`config.mk`:
```
export PLATFORM = sky130hd
export DESIGN_NAME = integer_printf_field_formatter_unit
export DESIGN_NICKNAME = d
export VERILOG_FILES = /design/src/sv/ipff_pkg.sv /design/src/sv/ipff_ctrl.sv /design/src/sv/ipff_dp.sv /design/src/sv/integer_printf_field_formatter_unit.sv
export SDC_FILE = /design/constraint.sdc
export NUM_CORES = 1
export LEC_CHECK = 0
export CORE_MARGIN = 2
export CORE_UTILIZATION = 54
export CTS_BUF_LIST = sky130_fd_sc_hd__clkbuf_4
export CTS_CLUSTER_DIAMETER = 80
export DETAILED_ROUTE_END_ITERATION = 6
export DONT_BUFFER_PORTS = 1
export GPL_TIMING_DRIVEN = 0
export PLACE_DENSITY = 0.75
export SLEW_MARGIN = 20
export SYNTH_ARGS = -nofsm -noshare
export SYNTH_HDL_FRONTEND = slang
export SYNTH_SLANG_ARGS = --single-unit
export TNS_END_PERCENT = 30
```
`constraint.sdc`:
```
create_clock -name clk -period 13.4 [get_ports clk]
set_clock_uncertainty 0.15 [all_clocks]
set_input_delay 2.01 -clock clk [delete_from_list [all_inputs] [get_ports clk]]
set_output_delay 2.01 -clock clk [all_outputs]
set_load 0.02 [all_outputs]
```
`src/sv/ipff_pkg.sv`:
```
// Shared types, codes and character helpers for the integer printf field formatter.
// No dependencies; every other file of the block imports this package.
`default_nettype none

package ipff_pkg;

  // Conversion kinds carried on the input tuser.
  localparam logic [2:0] FUNC_DEC    = 3'd0;
  localparam logic [2:0] FUNC_UDEC   = 3'd1;
  localparam logic [2:0] FUNC_OCT    = 3'd2;
  localparam logic [2:0] FUNC_HEX_LO = 3'd3;
  localparam logic [2:0] FUNC_HEX_UP = 3'd4;
  localparam logic [2:0] FUNC_PTR    = 3'd5;

  // Length modifiers; any other code behaves as a plain 32-bit int.
  localparam logic [1:0] LM_INT   = 2'd0;
  localparam logic [1:0] LM_SHORT = 2'd1;
  localparam logic [1:0] LM_LONG  = 2'd2;

  localparam int DIGITS     = 24;  // digit store depth
  localparam int BCD_DIGITS = 20;  // decimal digits of a 64-bit value
  localparam int CONV_STEPS = 64;  // shift-and-add-3 steps for 64 bits

  localparam logic [7:0] CH_NUL     = 8'h00;
  localparam logic [7:0] CH_SPACE   = 8'h20;
  localparam logic [7:0] CH_PLUS    = 8'h2B;
  localparam logic [7:0] CH_MINUS   = 8'h2D;
  localparam logic [7:0] CH_ZERO    = 8'h30;
  localparam logic [7:0] CH_UPPER_A = 8'h41;
  localparam logic [7:0] CH_UPPER_X = 8'h58;
  localparam logic [7:0] CH_LOWER_A = 8'h61;
  localparam logic [7:0] CH_LOWER_X = 8'h78;
  localparam logic [7:0] CH_LPAREN  = 8'h28;
  localparam logic [7:0] CH_RPAREN  = 8'h29;
  localparam logic [7:0] CH_LOWER_N = 8'h6E;
  localparam logic [7:0] CH_LOWER_I = 8'h69;
  localparam logic [7:0] CH_LOWER_L = 8'h6C;

  // Commands from the controller to the datapath.
  typedef struct packed {
    logic load;       // capture the accepted request
    logic conv_step;  // one binary-to-BCD step
    logic count;      // fill the digit store and count digits
    logic size;       // work out zero and space padding
    logic layout;     // work out segment boundaries of the field
    logic emit;       // load the next character into the output register
  } ipff_cmd_t;

  // Status from the datapath to the controller.
  typedef struct packed {
    logic need_conv;  // decimal request: run the BCD conversion
    logic conv_last;  // the current conversion step is the final one
    logic emit_last;  // the character being emitted is the final one
    logic out_free;   // the output register can take a character
  } ipff_sts_t;

  function automatic logic [7:0] digit_char(input logic [3:0] d, input logic upper);
    logic [7:0] base_ch;
    base_ch = upper ? CH_UPPER_A : CH_LOWER_A;
    if (d < 4'd10) begin
      return CH_ZERO + {4'b0000, d};
    end
    return base_ch + {4'b0000, d} - 8'd10;
  endfunction

  function automatic logic [7:0] nil_char(input logic [2:0] idx);
    logic [7:0] ch;
    case (idx)
      3'd0: ch = CH_LPAREN;
      3'd1: ch = CH_LOWER_N;
      3'd2: ch = CH_LOWER_I;
      3'd3: ch = CH_LOWER_L;
      3'd4: ch = CH_RPAREN;
      default: ch = CH_NUL;
    endcase
    return ch;
  endfunction

endpackage

`default_nettype wire

```
`src/sv/ipff_ctrl.sv`:
```
// Controller state machine of the integer printf field formatter.
// Depends on ipff_pkg for the command and status structs.
`default_nettype none

module ipff_ctrl
  import ipff_pkg::*;
(
  input  wire logic      clk,
  input  wire logic      rst,
  input  wire logic      s_tvalid,
  output logic           s_tready,
  input  wire ipff_sts_t sts,
  output ipff_cmd_t      cmd
);

  typedef enum logic [5:0] {
    S_IDLE   = 6'b000001,
    S_CONV   = 6'b000010,
    S_COUNT  = 6'b000100,
    S_SIZE   = 6'b001000,
    S_LAYOUT = 6'b010000,
    S_EMIT   = 6'b100000
  } state_t;

  state_t state, state_next;

  always_ff @(posedge clk) begin
    if (rst) begin
      state <= S_IDLE;
    end else begin
      state <= state_next;
    end
  end

  always_comb begin
    state_next = state;
    cmd        = '0;
    s_tready   = 1'b0;
    case (state)
      S_IDLE: begin
        s_tready = 1'b1;
        if (s_tvalid) begin
          cmd.load   = 1'b1;
          state_next = S_CONV;
        end
      end
      S_CONV: begin
        if (!sts.need_conv) begin
          state_next = S_COUNT;
        end else begin
          cmd.conv_step = 1'b1;
          if (sts.conv_last) begin
            state_next = S_COUNT;
          end
        end
      end
      S_COUNT: begin
        cmd.count  = 1'b1;
        state_next = S_SIZE;
      end
      S_SIZE: begin
        cmd.size   = 1'b1;
        state_next = S_LAYOUT;
      end
      S_LAYOUT: begin
        cmd.layout = 1'b1;
        state_next = S_EMIT;
      end
      S_EMIT: begin
        if (sts.out_free) begin
          cmd.emit = 1'b1;
          if (sts.emit_last) begin
            state_next = S_IDLE;
          end
        end
      end
      default: begin
        state_next = S_IDLE;
      end
    endcase
  end

endmodule

`default_nettype wire

```
`src/sv/ipff_dp.sv`:
```
// Datapath of the integer printf field formatter: request capture, BCD conversion,
// digit store, padding arithmetic and the output register. Depends on ipff_pkg.
`default_nettype none

module ipff_dp
  import ipff_pkg::*;
#(
  parameter int MAX_OUTPUT = 64
) (
  input  wire logic        clk,
  input  wire logic        rst,
  input  wire ipff_cmd_t   cmd,
  output ipff_sts_t        sts,
  input  wire logic [87:0] s_tdata,
  input  wire logic [7:0]  s_tuser,
  output logic             m_tvalid,
  input  wire logic        m_tready,
  output logic [7:0]       m_tdata,
  output logic             m_tlast,
  output logic             m_tuser
);

  localparam logic [8:0] MAX_W = 9'(MAX_OUTPUT);

  // Request fields.
  logic [2:0]  func_in;
  logic [1:0]  lm_in;
  logic [63:0] val_in;
  logic        alt_in, zero_in, left_in, space_in, plus_in, dot_in;
  logic [5:0]  prec_in;
  logic [6:0]  wid_in;

  assign func_in  = s_tuser[2:0];
  assign lm_in    = s_tuser[4:3];
  assign val_in   = s_tdata[63:0];
  assign alt_in   = s_tdata[64];
  assign zero_in  = s_tdata[65];
  assign left_in  = s_tdata[66];
  assign space_in = s_tdata[67];
  assign plus_in  = s_tdata[68];
  assign dot_in   = s_tdata[69];
  assign prec_in  = s_tdata[75:70];
  assign wid_in   = s_tdata[82:76];

  // Truncate per length modifier and take the magnitude of a negative d value.
  logic [1:0]  lm_eff;
  logic [63:0] mask_c, vmask_c, v_c;
  logic        msb_c, neg_c;

  always_comb begin
    lm_eff = (func_in == FUNC_PTR) ? LM_LONG : lm_in;
    case (lm_eff)
      LM_SHORT: begin
        mask_c = {48'b0, 16'hFFFF};
        msb_c  = val_in[15];
      end
      LM_LONG: begin
        mask_c = '1;
        msb_c  = val_in[63];
      end
      default: begin
        mask_c = {32'b0, 32'hFFFF_FFFF};
        msb_c  = val_in[31];
      end
    endcase
    vmask_c = val_in & mask_c;
    neg_c   = (func_in == FUNC_DEC) && msb_c;
    v_c     = neg_c ? ((~vmask_c + 64'd1) & mask_c) : vmask_c;
  end

  // Captured request.
  logic [63:0] v;
  logic        sign, alt, zflag, left, dot, upper, bad;
  logic        is_dec, is_oct, is_hex, is_ptr;
  logic [7:0]  sign_ch;
  logic [5:0]  prec;
  logic [6:0]  wid;

  always_ff @(posedge clk) begin
    if (cmd.load) begin
      v       <= v_c;
      sign    <= (func_in == FUNC_DEC) && (neg_c || plus_in || space_in);
      sign_ch <= neg_c ? CH_MINUS : (plus_in ? CH_PLUS : CH_SPACE);
      alt     <= (func_in == FUNC_PTR) || ((func_in != FUNC_UDEC) && alt_in);
      zflag   <= zero_in & ~left_in;
      left    <= left_in;
      dot     <= dot_in;
      prec    <= prec_in;
      wid     <= wid_in;
      upper   <= (func_in == FUNC_HEX_UP);
      bad     <= (func_in > FUNC_PTR);
      is_dec  <= (func_in == FUNC_DEC) || (func_in == FUNC_UDEC);
      is_oct  <= (func_in == FUNC_OCT);
      is_hex  <= (func_in >= FUNC_HEX_LO);
      is_ptr  <= (func_in == FUNC_PTR);
    end
  end

  // Shift-and-add-3 conversion, one bit of the value per step.
  logic [63:0]               work_value;
  logic [4*BCD_DIGITS-1:0]   bcd, bcd_adj;
  logic [5:0]                conv_cnt;

  always_comb begin
    for (int i = 0; i < BCD_DIGITS; i++) begin
      bcd_adj[4*i +: 4] = (bcd[4*i +: 4] >= 4'd5) ? bcd[4*i +: 4] + 4'd3 : bcd[4*i +: 4];
    end
  end

  always_ff @(posedge clk) begin
    if (cmd.load) begin
      work_value <= v_c;
      bcd        <= '0;
      conv_cnt   <= '0;
    end else if (cmd.conv_step) begin
      bcd        <= {bcd_adj[4*BCD_DIGITS-2:0], work_value[63]};
      work_value <= {work_value[62:0], 1'b0};
      conv_cnt   <= conv_cnt + 6'd1;
    end
  end

  // Digit store fill and digit count.
  logic [4*DIGITS-1:0] bcd_ext, hex_ext, oct_ext, fill;
  logic [71:0]         oct_src;
  logic [4:0]          nd_c;
  logic                vzero, nil_c, zp_c;

  always_comb begin
    bcd_ext = {{(4*DIGITS-4*BCD_DIGITS){1'b0}}, bcd};
    hex_ext = {32'b0, v};
    oct_src = {8'b0, v};
    for (int i = 0; i < DIGITS; i++) begin
      oct_ext[4*i +: 4] = {1'b0, oct_src[3*i +: 3]};
    end
    fill = is_dec ? bcd_ext : (is_oct ? oct_ext : hex_ext);
    nd_c = 5'd1;
    for (int i = 1; i < DIGITS; i++) begin
      if (fill[4*i +: 4] != 4'd0) begin
        nd_c = 5'(i + 1);
      end
    end
    vzero = (v == 64'd0);
    nil_c = is_ptr && vzero;
    zp_c  = dot && (prec == 6'd0) && vzero && !(is_oct && alt);
  end

  logic [3:0] digit_store [DIGITS];
  logic [4:0] nd;
  logic       nil, pfx, octz;

  always_ff @(posedge clk) begin
    if (cmd.count) begin
      for (int i = 0; i < DIGITS; i++) begin
        digit_store[i] <= fill[4*i +: 4];
      end
      nd   <= nil_c ? 5'd5 : (zp_c ? 5'd0 : nd_c);
      nil  <= nil_c;
      pfx  <= is_hex && alt && !vzero;
      octz <= is_oct && alt && !vzero;
    end
  end

  // Padding sizes.
  logic [5:0] n_c, fixed_c;
  logic [6:0] zeros_c, spaces_c, zeros, spaces;
  logic [7:0] used_c;

  always_comb begin
    n_c     = {1'b0, nd} + {5'b0, octz};
    fixed_c = n_c + {5'b0, sign} + (pfx ? 6'd2 : 6'd0);
    zeros_c = '0;
    if (nil) begin
      zeros_c = '0;
    end else if (dot) begin
      if (prec > n_c) begin
        zeros_c = {1'b0, prec - n_c};
      end
    end else if (zflag) begin
      if (wid > {1'b0, fixed_c}) begin
        zeros_c = wid - {1'b0, fixed_c};
      end
    end
    used_c   = {2'b0, fixed_c} + {1'b0, zeros_c};
    spaces_c = ({1'b0, wid} > used_c) ? 7'({1'b0, wid} - used_c) : 7'd0;
  end

  always_ff @(posedge clk) begin
    if (cmd.size) begin
      zeros  <= zeros_c;
      spaces <= spaces_c;
    end
  end

  // Segment boundaries: left spaces, sign, prefix, zeros, octal zero, digits, right spaces.
  logic [7:0] b1_c, b2_c, b3_c, b4_c, b5_c, b6_c, total_c, nout_c;
  logic       empty_c;
  logic [7:0] b1, b2, b3, b4, b5, b6, nout;
  logic       empty;

  always_comb begin
    b1_c    = left ? 8'd0 : {1'b0, spaces};
    b2_c    = b1_c + {7'b0, sign};
    b3_c    = b2_c + (pfx ? 8'd2 : 8'd0);
    b4_c    = b3_c + {1'b0, zeros};
    b5_c    = b4_c + {7'b0, octz};
    b6_c    = b5_c + {3'b0, nd};
    total_c = b6_c + (left ? {1'b0, spaces} : 8'd0);
    empty_c = bad || (total_c == 8'd0);
    if (empty_c) begin
      nout_c = 8'd1;
    end else if ({1'b0, total_c} > MAX_W) begin
      nout_c = MAX_W[7:0];
    end else begin
      nout_c = total_c;
    end
  end

  logic [7:0] pos;

  always_ff @(posedge clk) begin
    if (cmd.layout) begin
      b1    <= b1_c;
      b2    <= b2_c;
      b3    <= b3_c;
      b4    <= b4_c;
      b5    <= b5_c;
      b6    <= b6_c;
      nout  <= nout_c;
      empty <= empty_c;
      pos   <= '0;
    end else if (cmd.emit) begin
      pos   <= pos + 8'd1;
    end
  end

  // Character at the current position.
  logic [7:0] dig_off, nil_off, ch_c;
  logic [4:0] dig_idx;
  logic [3:0] dig_val;
  logic       emit_last_c;

  always_comb begin
    dig_off = b6 - 8'd1 - pos;
    dig_idx = dig_off[4:0];
    dig_val = (dig_idx < 5'(DIGITS)) ? digit_store[dig_idx] : 4'd0;
    nil_off = pos - b5;
    if (empty) begin
      ch_c = CH_NUL;
    end else if (pos < b1) begin
      ch_c = CH_SPACE;
    end else if (pos < b2) begin
      ch_c = sign_ch;
    end else if (pos < b3) begin
      ch_c = (pos == b2) ? CH_ZERO : (upper ? CH_UPPER_X : CH_LOWER_X);
    end else if (pos < b5) begin
      ch_c = CH_ZERO;
    end else if (pos < b6) begin
      ch_c = nil ? nil_char(nil_off[2:0]) : digit_char(dig_val, upper);
    end else begin
      ch_c = CH_SPACE;
    end
    emit_last_c = ((pos + 8'd1) == nout);
  end

  // Output register.
  always_ff @(posedge clk) begin
    if (rst) begin
      m_tvalid <= 1'b0;
    end else if (cmd.emit) begin
      m_tvalid <= 1'b1;
    end else if (m_tready) begin
      m_tvalid <= 1'b0;
    end
  end

  always_ff @(posedge clk) begin
    if (cmd.emit) begin
      m_tdata <= ch_c;
      m_tlast <= emit_last_c;
      m_tuser <= empty;
    end
  end

  always_comb begin
    sts.need_conv = is_dec && !bad;
    sts.conv_last = (conv_cnt == 6'(CONV_STEPS - 1));
    sts.emit_last = emit_last_c;
    sts.out_free  = !m_tvalid || m_tready;
  end

endmodule

`default_nettype wire

```
`src/sv/integer_printf_field_formatter_unit.sv`:
```
// Top level of the integer printf field formatter: controller plus datapath.
// Depends on ipff_pkg, ipff_ctrl and ipff_dp.
//
// Usage: one item on the slave stream is one integer conversion request; the block
// answers with its printf-style text on the master stream, one character per item,
// with tlast on the final character. A request whose field has no characters gives
// a single item with character 0, tlast high and tuser high.
// Sequence: the request is captured in its accept cycle. Decimal kinds then run a
// 64-step shift-and-add-3 conversion, one step per cycle; other kinds pass through
// the conversion state without a step. Then the digit count, padding sizing and
// field layout steps follow in turn before the first character enters the output
// register. After that one character is produced per cycle unless the output
// stalls, up to MAX_OUTPUT characters (longer fields are cut, tlast on the last kept).
// Requests: one request at a time. s_tready rises again in the cycle after the final
// character is loaded, while that character may still wait in the output register.
// Stalls: when m_tready is low the current character holds in the output register
// and the character sequencer waits; nothing is dropped.
// Reset: rst (synchronous, active high) empties the output register and returns the
// controller to idle, ready for a request.
`default_nettype none

module integer_printf_field_formatter_unit
  import ipff_pkg::*;
#(
  parameter int MAX_OUTPUT = 64
) (
  input  wire logic        clk,
  input  wire logic        rst,
  input  wire logic        s_tvalid,
  output logic             s_tready,
  // From bit 0: value[63:0], flag_alt, flag_zero, flag_left, flag_space, flag_plus,
  // has_precision, precision[5:0], width[6:0], then zero fill to 88 bits.
  input  wire logic [87:0] s_tdata,
  // From bit 0: func[2:0], length_mod[1:0], then zero fill to 8 bits.
  input  wire logic [7:0]  s_tuser,
  output logic             m_tvalid,
  input  wire logic        m_tready,
  // From bit 0: out_char[7:0].
  output logic [7:0]       m_tdata,
  // last: final character of the field.
  output logic             m_tlast,
  // empty_res: the field has no characters.
  output logic             m_tuser
);

  ipff_cmd_t cmd;
  ipff_sts_t sts;

  ipff_ctrl u_ctrl (
    .clk      (clk),
    .rst      (rst),
    .s_tvalid (s_tvalid),
    .s_tready (s_tready),
    .sts      (sts),
    .cmd      (cmd)
  );

  ipff_dp #(
    .MAX_OUTPUT (MAX_OUTPUT)
  ) u_dp (
    .clk      (clk),
    .rst      (rst),
    .cmd      (cmd),
    .sts      (sts),
    .s_tdata  (s_tdata),
    .s_tuser  (s_tuser),
    .m_tvalid (m_tvalid),
    .m_tready (m_tready),
    .m_tdata  (m_tdata),
    .m_tlast  (m_tlast),
    .m_tuser  (m_tuser)
  );

`ifndef SYNTHESIS
  // An empty field is always a single, final item with a zero character.
  a_empty_is_last: assert property (@(posedge clk) disable iff (rst)
    m_tvalid && m_tuser |-> m_tlast && (m_tdata == 8'h00))
    else $error("empty result without tlast or with a nonzero character");

  // One request at a time: no second accept right after an accept.
  a_one_at_a_time: assert property (@(posedge clk) disable iff (rst)
    s_tvalid && s_tready |=> !s_tready)
    else $error("input accepted while a request is in progress");

  // Loading the final character frees the block for the next request.
  a_free_after_last: assert property (@(posedge clk) disable iff (rst)
    cmd.emit && sts.emit_last |=> s_tready && m_tvalid && m_tlast)
    else $error("block not ready after the final character");
`endif

endmodule

`default_nettype wire

```
==> results.sh <==
export IMPL_outcome="finished with violations"
export IMPL_violations="design-rule violations"
export IMPL_yosys_area_top_type_share=0.392
export IMPL_netlist_area_um2=24300
export IMPL_fin_nets=2742
export IMPL_grt_antenna_before_repair=4
export IMPL_ir_drop_v=0.0000684
export IMPL_yosysMostFrequentCell="edfxtp_1"
export IMPL_fin_crit_ns=7.06
export IMPL_cts_tree="yes"
export IMPL_clkSinkCount=418
export IMPL_grt_max_degree=63
export IMPL_syn_avg_cell_area_um2=10.2
export IMPL_power_leakage_nw=10.1
export IMPL_min_from="u_dp.work_value[20]"
export IMPL_wl_um=69700
export IMPL_grt_overflow_total=0
export IMPL_vias=19500
export IMPL_place_congestion=1.02
export IMPL_yosysUniqueCellTypes=96
export IMPL_min_period_over_period=0.527
export IMPL_yosysSeqAreaShare=0.475
export IMPL_worstPathArrival_ns=7.46
export IMPL_core_area_um2=44300
export IMPL_critPathLaunchType="register"
export IMPL_rsz0062_at_grt="false"
export IMPL_grt_pass1_wl_um=107000
export IMPL_grt_pass1_vias=19100
export IMPL_die_area_um2=46700
export IMPL_synth_warnings=0
export IMPL_cts_path_max_buffers=3
export IMPL_tritoncts_num_buffers=108
export IMPL_path_clk_slew_ns=0.07
export IMPL_slew_headroom=0.369
export IMPL_async_reset_ff_frac=0
export IMPL_route_detailed_drc=2
export IMPL_totalPowerFinal_mw=3.27
export IMPL_worst_hold_slack_ns=0.314
export IMPL_dpl_hpwl_um=53400
export IMPL_cts_root_buf="clkbuf_4"
export IMPL_reg2reg_from="u_dp.nd[0]"
export IMPL_setup_violations=0
export IMPL_drive_gt1_frac=0.109
export IMPL_antenna_left=0
export IMPL_drt_iter0_drc=2023
export IMPL_p_per_area_nw_per_um2=123
export IMPL_fp_dieH_um=216
export IMPL_synthCells=2377
export IMPL_h_tree_depth=3
export IMPL_clock_latency_ns=0.90
export IMPL_dpl_worst_slack_ns=6.49
export IMPL_grt_usage=0.297
export IMPL_routed_via_density=6.13
export IMPL_tns_ns=0
export IMPL_syn2layout_area_growth_pct=9.38
export IMPL_hold_viol_final=0
export IMPL_setup_slack_ns=6.34
export IMPL_post_cts_buffers=0
export IMPL_cts_resized=0
export IMPL_synth_commonest_cells="edfxtp_1 (317), nand2_1 (239), nor2_1 (190), inv_1 (160), a21oi_1 (159)"
export IMPL_ioPinCount=112
export IMPL_synthTopCellsByArea="edfxtp_1 (39%), dfxtp_1 (8.3%), ha_1 (7.1%)"
export IMPL_synth_top_flop_cell="edfxtp_1"
export IMPL_wire_per_inst_um=22.0
export IMPL_start_util=0.548
export IMPL_core_rowCount=77
export IMPL_max_cap_violations=0
export IMPL_cts_hold_buf=0
export IMPL_crit_path_start="u_dp.nd[0]"
export IMPL_worst_setup_path_type="register to register"
export IMPL_worst_pin_slew_ns=0.940
export IMPL_synth_edf_count=317
export IMPL_endpoint_kind="register"
export IMPL_timing_fmax_ghz=0.142
export IMPL_yosysTopAreaCell="edfxtp_1"
export IMPL_die_x_um=216
export IMPL_drv_slew=0
export IMPL_synth_seq_cells=418
export IMPL_portBuffers=0
export IMPL_required_ns=13.81
export IMPL_hold_class="register to register"
export IMPL_firstDrtPassIters=7
export IMPL_cp_max_fo=7
-- cells in the final DEF (no fill, tap or decap), drive strengths merged, types with 7 or more instances in the layout --
| cell type | n |
|---|---|
| nor2b | 26 |
| nand3 | 48 |
| fa | 11 |
| ha | 138 |
| nor4 | 36 |
| o21ai | 153 |
| a31oi | 16 |
| a22o | 37 |
| nor3 | 42 |
| a211oi | 32 |
| edfxtp | 317 |
| clkbuf | 224 |
| o31ai | 28 |
| or4 | 15 |
| clkinv | 31 |
| mux2 | 20 |
| xor2 | 63 |
| nand2b | 44 |
| dfxtp | 101 |
| xnor2 | 83 |
| and2 | 32 |
| mux4 | 19 |
| inv | 161 |
| nand4 | 22 |
| or3 | 15 |
| o22ai | 23 |
| nand2 | 240 |
| and3 | 7 |
| a21oi | 162 |
| o21a | 8 |
| o211ai | 7 |
| a21o | 22 |
| nor3b | 29 |
| buf | 35 |
| nor2 | 191 |
| mux2i | 54 |
-- cell families after synthesis --
kind of cell	count (synthesis)	synth area share
muxes	93	0.0491
adders and majority gates	150	0.0805
AOI/OAI and AO/OA	547	0.144
and+or+nand+nor	769	0.157
other	1	0.000154
buffers and inverters	252	0.0407
DFF	418	0.475
xor gates and xnor gates	147	0.0538
-- worst max-delay path: stages (launching register included) --
cell      delay [ns]
edfxtp_1        0.44
ha_1            0.24
ha_1            0.39
fa_1            0.45
xnor2_1         0.26
inv_1           0.08
ha_1            0.35
o21ai_0         0.12
a21boi_0        0.25
o21ai_0         0.14
a21boi_0        0.43
o22ai_1         0.26
a211oi_1        0.29
o22a_1          0.27
ha_1            0.20
inv_1           0.05
fa_1            0.49
fa_1            0.46
a21o_1          0.18
a21o_1          0.19
a21o_1          0.18
a21oi_1         0.22
inv_1           0.07
a21oi_1         0.42
nor3_1          0.11
-- per-layer routing --
layer  global-route usage  routed length [µm]  vias up
met2                0.474               31800     1055
met1                0.386               28400     9233
met3               0.0678                6640      218
li1                     -                   -     8960
met5                    0                  24        -
met4                0.137                2810        4
-- worst paths after layout --
path,cells past startpoint,slack (ns),end
setup / recovery,24,6.34,u_dp.spaces[5]
hold / removal,2,0.31,u_dp.work_value[21]
setup reg to reg,24,6.34,u_dp.spaces[5]
hold reg to reg,2,0.31,u_dp.work_value[21]
-- flip-flops by register name, summed over array words and instances, names as in the netlist, 64 cells and up --
register / count
u_dp.v: 64
u_dp.work_value: 64
u_dp.digit_store: 84
u_dp.bcd: 80
-- through the flow --
| stage | cells | instance area (µm²) | util |
|---|---|---|---|
| 2_1_floorplan | 2378 | 24300 | - |
| 3_3_place_gp | 2970 | 25000 | 0.565 |
| 3_5_place_dp | 2975 | 25200 | 0.568 |
| 4_1_cts | 3173 | 26600 | 0.600 |
| 5_1_grt | 3174 | 26600 | 0.600 |
| 6_report | 3174 | 26600 | 0.600 |
-- where the power goes --
| group | internal, mW | leakage (nW) | total (mW) | switching, mW |
|---|---|---|---|---|
| logic | 0.208 | 5.42 | 0.582 | 0.374 |
| registers | 1.50 | 3.79 | 1.56 | 0.0551 |
| clock network | 0.594 | 0.842 | 1.13 | 0.537 |
-- layout make-up --
class,instances,area [µm²]
repair buffers,5,90.1
multi-input cells,1708,11800
diodes,1,2.50
clock buffers,163,1220
clock inverters,35,201
fillers,3750,17700
inverters,161,607
well taps,592,741
plain buffers,91,395
flip-flops and latches,418,11500
No activity file was read; power rests on OpenSTA's default activity.
